===== src/hw/rtl/htk_pkg.sv =====
// Shared types and constants for the read/write hazard dependency tracker.
// No dependencies; used by every module of the block except htk_ram.
package htk_pkg;

    localparam int MAX_TASKS_DEF    = 32;
    localparam int MAX_ACCESSES_DEF = 8;
    localparam int TYPE_ID_BITS_DEF = 16;

    localparam int TYPE_ID_W = 16;
    localparam int INDEX_W   = 5;
    localparam int MASK_W    = 32;
    localparam int STATUS_W  = 2;
    localparam int REQ_W     = 2;

    typedef enum logic [REQ_W-1:0] {
        REQ_ADD   = 2'd0,
        REQ_CLOSE = 2'd1,
        REQ_CLEAR = 2'd2
    } req_t;

    localparam logic [STATUS_W-1:0] STATUS_OK       = 2'd0;
    localparam logic [STATUS_W-1:0] STATUS_OVERFLOW = 2'd1;
    localparam logic [STATUS_W-1:0] STATUS_FULL     = 2'd2;

    // controller -> datapath
    typedef struct packed {
        logic add;
        logic clear;
        logic close_start;
        logic close_full;
        logic rd_issue;
        logic store;
        logic load_out;
    } htk_cmd_t;

    // datapath -> controller
    typedef struct packed {
        logic full;
        logic tc_zero;
        logic scan_last;
    } htk_stat_t;

endpackage


===== src/hw/rtl/htk_ctrl.sv =====
// Controller state machine: input decode, close scan sequencing, output valid.
// Depends on htk_pkg.
module htk_ctrl (
    input  logic                          clk,
    input  logic                          rst_n,
    input  logic                          in_valid,
    input  logic [htk_pkg::REQ_W-1:0]     req_type,
    output logic                          in_stall,
    output logic                          out_valid,
    input  logic                          out_stall,
    input  htk_pkg::htk_stat_t            stat,
    output htk_pkg::htk_cmd_t             cmd
);

    typedef enum logic [4:0] {
        ST_IDLE  = 5'b00001,
        ST_SCAN  = 5'b00010,
        ST_DRAIN = 5'b00100,
        ST_STORE = 5'b01000,
        ST_EMIT  = 5'b10000
    } state_t;

    state_t state_reg, state_next;
    logic   out_valid_reg, out_valid_next;

    always_comb
    begin
        state_next     = state_reg;
        out_valid_next = out_valid_reg;
        cmd            = '0;
        if (out_valid_reg && !out_stall)
        begin
            out_valid_next = 1'b0;
        end
        unique case (state_reg)
            ST_IDLE:
            begin
                if (in_valid)
                begin
                    unique case (htk_pkg::req_t'(req_type))
                        htk_pkg::REQ_ADD:
                        begin
                            cmd.add = !stat.full;
                        end
                        htk_pkg::REQ_CLOSE:
                        begin
                            if (stat.full)
                            begin
                                cmd.close_full = 1'b1;
                                state_next     = ST_EMIT;
                            end
                            else
                            begin
                                cmd.close_start = 1'b1;
                                state_next      = stat.tc_zero ? ST_STORE : ST_SCAN;
                            end
                        end
                        htk_pkg::REQ_CLEAR:
                        begin
                            cmd.clear = 1'b1;
                        end
                        default:
                        begin
                        end
                    endcase
                end
            end
            ST_SCAN:
            begin
                cmd.rd_issue = 1'b1;
                if (stat.scan_last)
                begin
                    state_next = ST_DRAIN;
                end
            end
            ST_DRAIN:
            begin
                state_next = ST_STORE;
            end
            ST_STORE:
            begin
                cmd.store  = 1'b1;
                state_next = ST_EMIT;
            end
            ST_EMIT:
            begin
                if (!out_valid_reg || !out_stall)
                begin
                    cmd.load_out   = 1'b1;
                    out_valid_next = 1'b1;
                    state_next     = ST_IDLE;
                end
            end
            default:
            begin
                state_next = ST_IDLE;
            end
        endcase
    end

    always_ff @(posedge clk or negedge rst_n)
    begin
        if (!rst_n)
        begin
            state_reg     <= ST_IDLE;
            out_valid_reg <= 1'b0;
        end
        else
        begin
            state_reg     <= state_next;
            out_valid_reg <= out_valid_next;
        end
    end

    assign in_stall  = state_reg != ST_IDLE;
    assign out_valid = out_valid_reg;

    a_close_busy: assert property (@(posedge clk) disable iff (!rst_n)
        in_valid && !in_stall && (req_type == htk_pkg::REQ_CLOSE) |=> in_stall)
        else $error("close transaction did not hold off the input");

    a_load_free_slot: assert property (@(posedge clk) disable iff (!rst_n)
        cmd.load_out |-> !out_valid_reg || !out_stall)
        else $error("result loaded over a pending transaction");

    a_scan_nonempty: assert property (@(posedge clk) disable iff (!rst_n)
        cmd.rd_issue |-> !stat.tc_zero && !stat.full)
        else $error("table scan with no stored tasks");

endmodule


===== config.mk =====
export PLATFORM = sky130hd
export DESIGN_NAME = htk_ctrl
export DESIGN_NICKNAME = d
export VERILOG_FILES = /design/src/hw/rtl/htk_pkg.sv /design/src/hw/rtl/htk_ctrl.sv
export SDC_FILE = /design/constraint.sdc
export NUM_CORES = 1
export LEC_CHECK = 0
export ABC_CLOCK_PERIOD_IN_PS = 2000
export BUFFER_PORTS_ARGS = -buffer_cell sky130_fd_sc_hd__buf_4
export CORE_AREA = 4 4 41 43
export CTS_BUF_LIST = sky130_fd_sc_hd__clkbuf_2 sky130_fd_sc_hd__clkbuf_4 sky130_fd_sc_hd__clkbuf_8
export CTS_CLUSTER_DIAMETER = 40
export DETAILED_ROUTE_END_ITERATION = 12
export DIE_AREA = 0 0 45 47
export GPL_TIMING_DRIVEN = 0
export PLACE_DENSITY = 0.5
export SLEW_MARGIN = 20
export SYNTH_ARGS = -nofsm -noshare
export SYNTH_HDL_FRONTEND = slang
export SYNTH_SLANG_ARGS = --single-unit

===== constraint.sdc =====
create_clock -name clk -period 2 [get_ports clk]
set_input_delay 0.4 -clock clk [delete_from_list [all_inputs] [get_ports clk]]
set_output_delay 0.4 -clock clk [all_outputs]
set_load 0.005 [all_outputs]

==> results.toml <==
[job]
maxCapViolCount = 0

[sta]
slew_headroom = 0.818
tns_ps = 0
fmax_mhz = 521
rsz0062_at_grt = "false"
hold_slack_ps = 343
setup-violations-final = 0
period_share = 0.959
finalHoldViolations = 0
drv_slew = 0
worstMarginPinSlew_ps = 270
clock_skew_ps = 5.57
fin_crit_ps = 1920

[floorplan]
fp-row-count = 13
die_area_um2 = 2120
core_area_um2 = 1300
die_h_um = 47
start_util = 0.285
boundaryPins = 18
dieWidth_um = 45

[final_layout]
area_growth_pct = 58.1
drive_gt1_frac = 0.455
largest_register_ffs = 5
fin_cells = 81
fill_cells = 135
n_antenna_cell = 0
postLayoutCellArea_um2 = 586
layout.nets = 76

[cts]
cts_tree = "yes"
clockBufferDepth = 2
clk_latency_ps = 250
cts_made_buffers = 3
path_clk_slew_ps = 50
cts_sinks = 6
h-tree-depth = 1
cts_root_buffer = "clkbuf_4"
post-cts-setup-buffer-count = 0

[synthesis]
ys_seq_area_frac = 0.409
yosysWarnings = 0
synth_area_per_cell_um2 = 8.42
synth.distinct_cells = 22
synth-simple-area-share = 0.389
synthMuxAreaShare = 0
ys_ff_latch = 6
netlist_area_um2 = 370
synth_top_family_by_area = "simple AND/OR/NAND/NOR gates"
syn_nets = 53
synthXorXnorAreaFrac = 0.0236
synth-compound-area-share = 0.159
synthCells = 44
synth_adder_area_share = 0

[grt]
grt_usage = 0.107
grt_max_degree = 7
antenna_found_initial = 0
grt_overflow = 0
grt_first_pass_wirelength_mm = 1.65
grt_pass1_vias = 416

[placement]
port-buffer-count = 17
dp_cells = 76
dpl-instance-area_um2 = 517
dp_hpwl_um = 784
finalWeightedCongestion = 0.772

[worst_setup_path]
cp-start-kind = "register"
crit_cells = 4
crit_family = "simple AND/OR/NAND/NOR gates"
crit_fanout = 6
crit_buf_inv = 1
critPathKind = "register to output port"
cpPeakStageDelay_ps = 450
r2r_cells = 4
critPathCaptureType = "output port"
worstPathArrival_ps = 1520
critPathSlowestCell = "dfrtp_1"
cp_cell_sequence = "nor3_4 > nand2_2 > nor4_2 > buf_4"
cp.required_ps = 1600

[power_and_ir_drop]
p_per_area_nw_per_um2 = 1220
clkPwrFrac = 0.196
p_int_uw = 427
p_leak_nw = 0.290
peakVddDrop_mv = 0.483
p_sw_uw = 285
pwr-share-comb = 0.489
switching_share = 0.401
seqPwrFrac = 0.315

[min_path]
min_path_cells = 2
hold_class = "input port to register"

[routing]
drc = 0
ant_nets = 0
vias_per_cell = 5.23
drtIter0Drc = 6
vias = 424
wl_mm = 1.02
wire_per_inst_um = 12.6
dr.pass1.iters = 3

[status]
status = "completed"
cell usage in the layout, fill, tap and decap left out:
cell type and count:
a21oi_1 3, a31oi_1 1, and3_2 1, and3b_2 1, buf_4 17, clkbuf_4 4
dfrtp_1 4, dfrtp_2 1, dfstp_2 1, dlygate4sd3_1 1, inv_1 2, nand2_1 3
nand2_2 1, nand2b_1 2, nand3_1 2, nand3b_1 2, nand4_1 1, nor2_1 3
nor2b_1 1, nor2b_4 1, nor3_1 4, nor3_4 1, nor4_2 1, o211ai_2 1
o21ai_0 2, o22ai_1 1, o41ai_1 1, or3_1 2, xor2_1 1
layer usage:
| metal | vias up | wire (um) | GRT usage |
|---|---|---|---|
| li1 | 210 | - | - |
| met1 | 192 | 457 | 0.128 |
| met2 | 19 | 464 | 0.167 |
| met3 | 3 | 82 | 0.0268 |
| met4 | 0 | 19 | 0.0819 |
| met5 | - | 0 | 0 |
path summary, 6_finish.rpt:
| path | start | end | slack (ps) |
|---|---|---|---|
| max | state_reg[4] | cmd[6] | 80 |
| min | stat[1] | state_reg[1] | 340 |
| max reg2reg | state_reg[4] | state_reg[4] | 360 |
| min reg2reg | out_valid | out_valid | 580 |
| max in group asynchronous | rst_n | state_reg[0] | 1300 |
| min in group asynchronous | rst_n | state_reg[3] | 490 |
stage by stage:
step                      setup slack (ps)  power [mW]   util
final                                 82.4       0.712  0.450
after global routing                  21.8       0.766  0.450
after CTS                             25.1       0.704  0.442
after detailed placement              96.4       0.528  0.397
after global placement                88.8       0.532  0.397
after floorplan                        340       0.402      -
area by class of cell:
type,count,area (um^2),area share
inverters,2,7.51,0.0128
repair buffers,18,138,0.235
clock buffers,4,30.0,0.0513
well taps,15,18.8,0.0321
flip-flops and latches,6,153,0.261
multi-input cells,36,239,0.408
logic make-up after synthesis:
group,count (synthesis)
buffers and inverters,2
and+or+nand+nor,26
AOI/OAI and AO/OA,9
xor gates and xnor gates,1
DFF,6
synth_stat cells:
cell | instances | area share
o22ai_1 | 1 | 0.017
o41ai_1 | 1 | 0.024
nand3b_1 | 2 | 0.041
inv_1 | 2 | 0.020
nand4_1 | 1 | 0.017
nor2b_1 | 2 | 0.034
nor2_1 | 3 | 0.030
nor3_1 | 5 | 0.068
nor4_1 | 1 | 0.017
and3b_2 | 1 | 0.027
o21ai_0 | 2 | 0.027
o211ai_2 | 1 | 0.034
dfrtp_1 | 5 | 0.34
dfstp_2 | 1 | 0.071
nand2_1 | 4 | 0.041
a31oi_1 | 1 | 0.017
nand2b_1 | 2 | 0.034
nand3_1 | 2 | 0.027
or3_1 | 2 | 0.034
and3_2 | 1 | 0.020
xor2_1 | 1 | 0.024
a21oi_1 | 3 | 0.041
timing repair:
| action | CTS | global route |
|---|---|---|
| pin swaps | 0 | 1 |
| hold buffers | 1 | 0 |
| setup endpoints to repair | 4 | 4 |
| cloned | 0 | 0 |
| endpoints found under the hold margin | 5 | 0 |
| gates resized for setup | 4 | 3 |
power groups by stage:
| stage | logic [mW] | registers [mW] | clock network [mW] |
|---|---|---|---|
| 4_1_cts | 0.340 | 0.222 | 0.143 |
| 6_report | 0.348 | 0.224 | 0.139 |
| 5_1_grt | 0.386 | 0.228 | 0.151 |
| 3_5_place_dp | 0.315 | 0.213 | 0 |
| 3_3_place_gp | 0.316 | 0.216 | 0 |
| 2_1_floorplan | 0.198 | 0.203 | 0 |
worst reg2reg max path: cells and delay by family, from the launching register on:
| family | cells | cell delay [ps] |
|---|---|---|
| flops | 1 | 450 |
| compound gates | 2 | 240 |
| simple gates | 2 | 830 |
No activity file was read; power rests on OpenSTA's default activity.
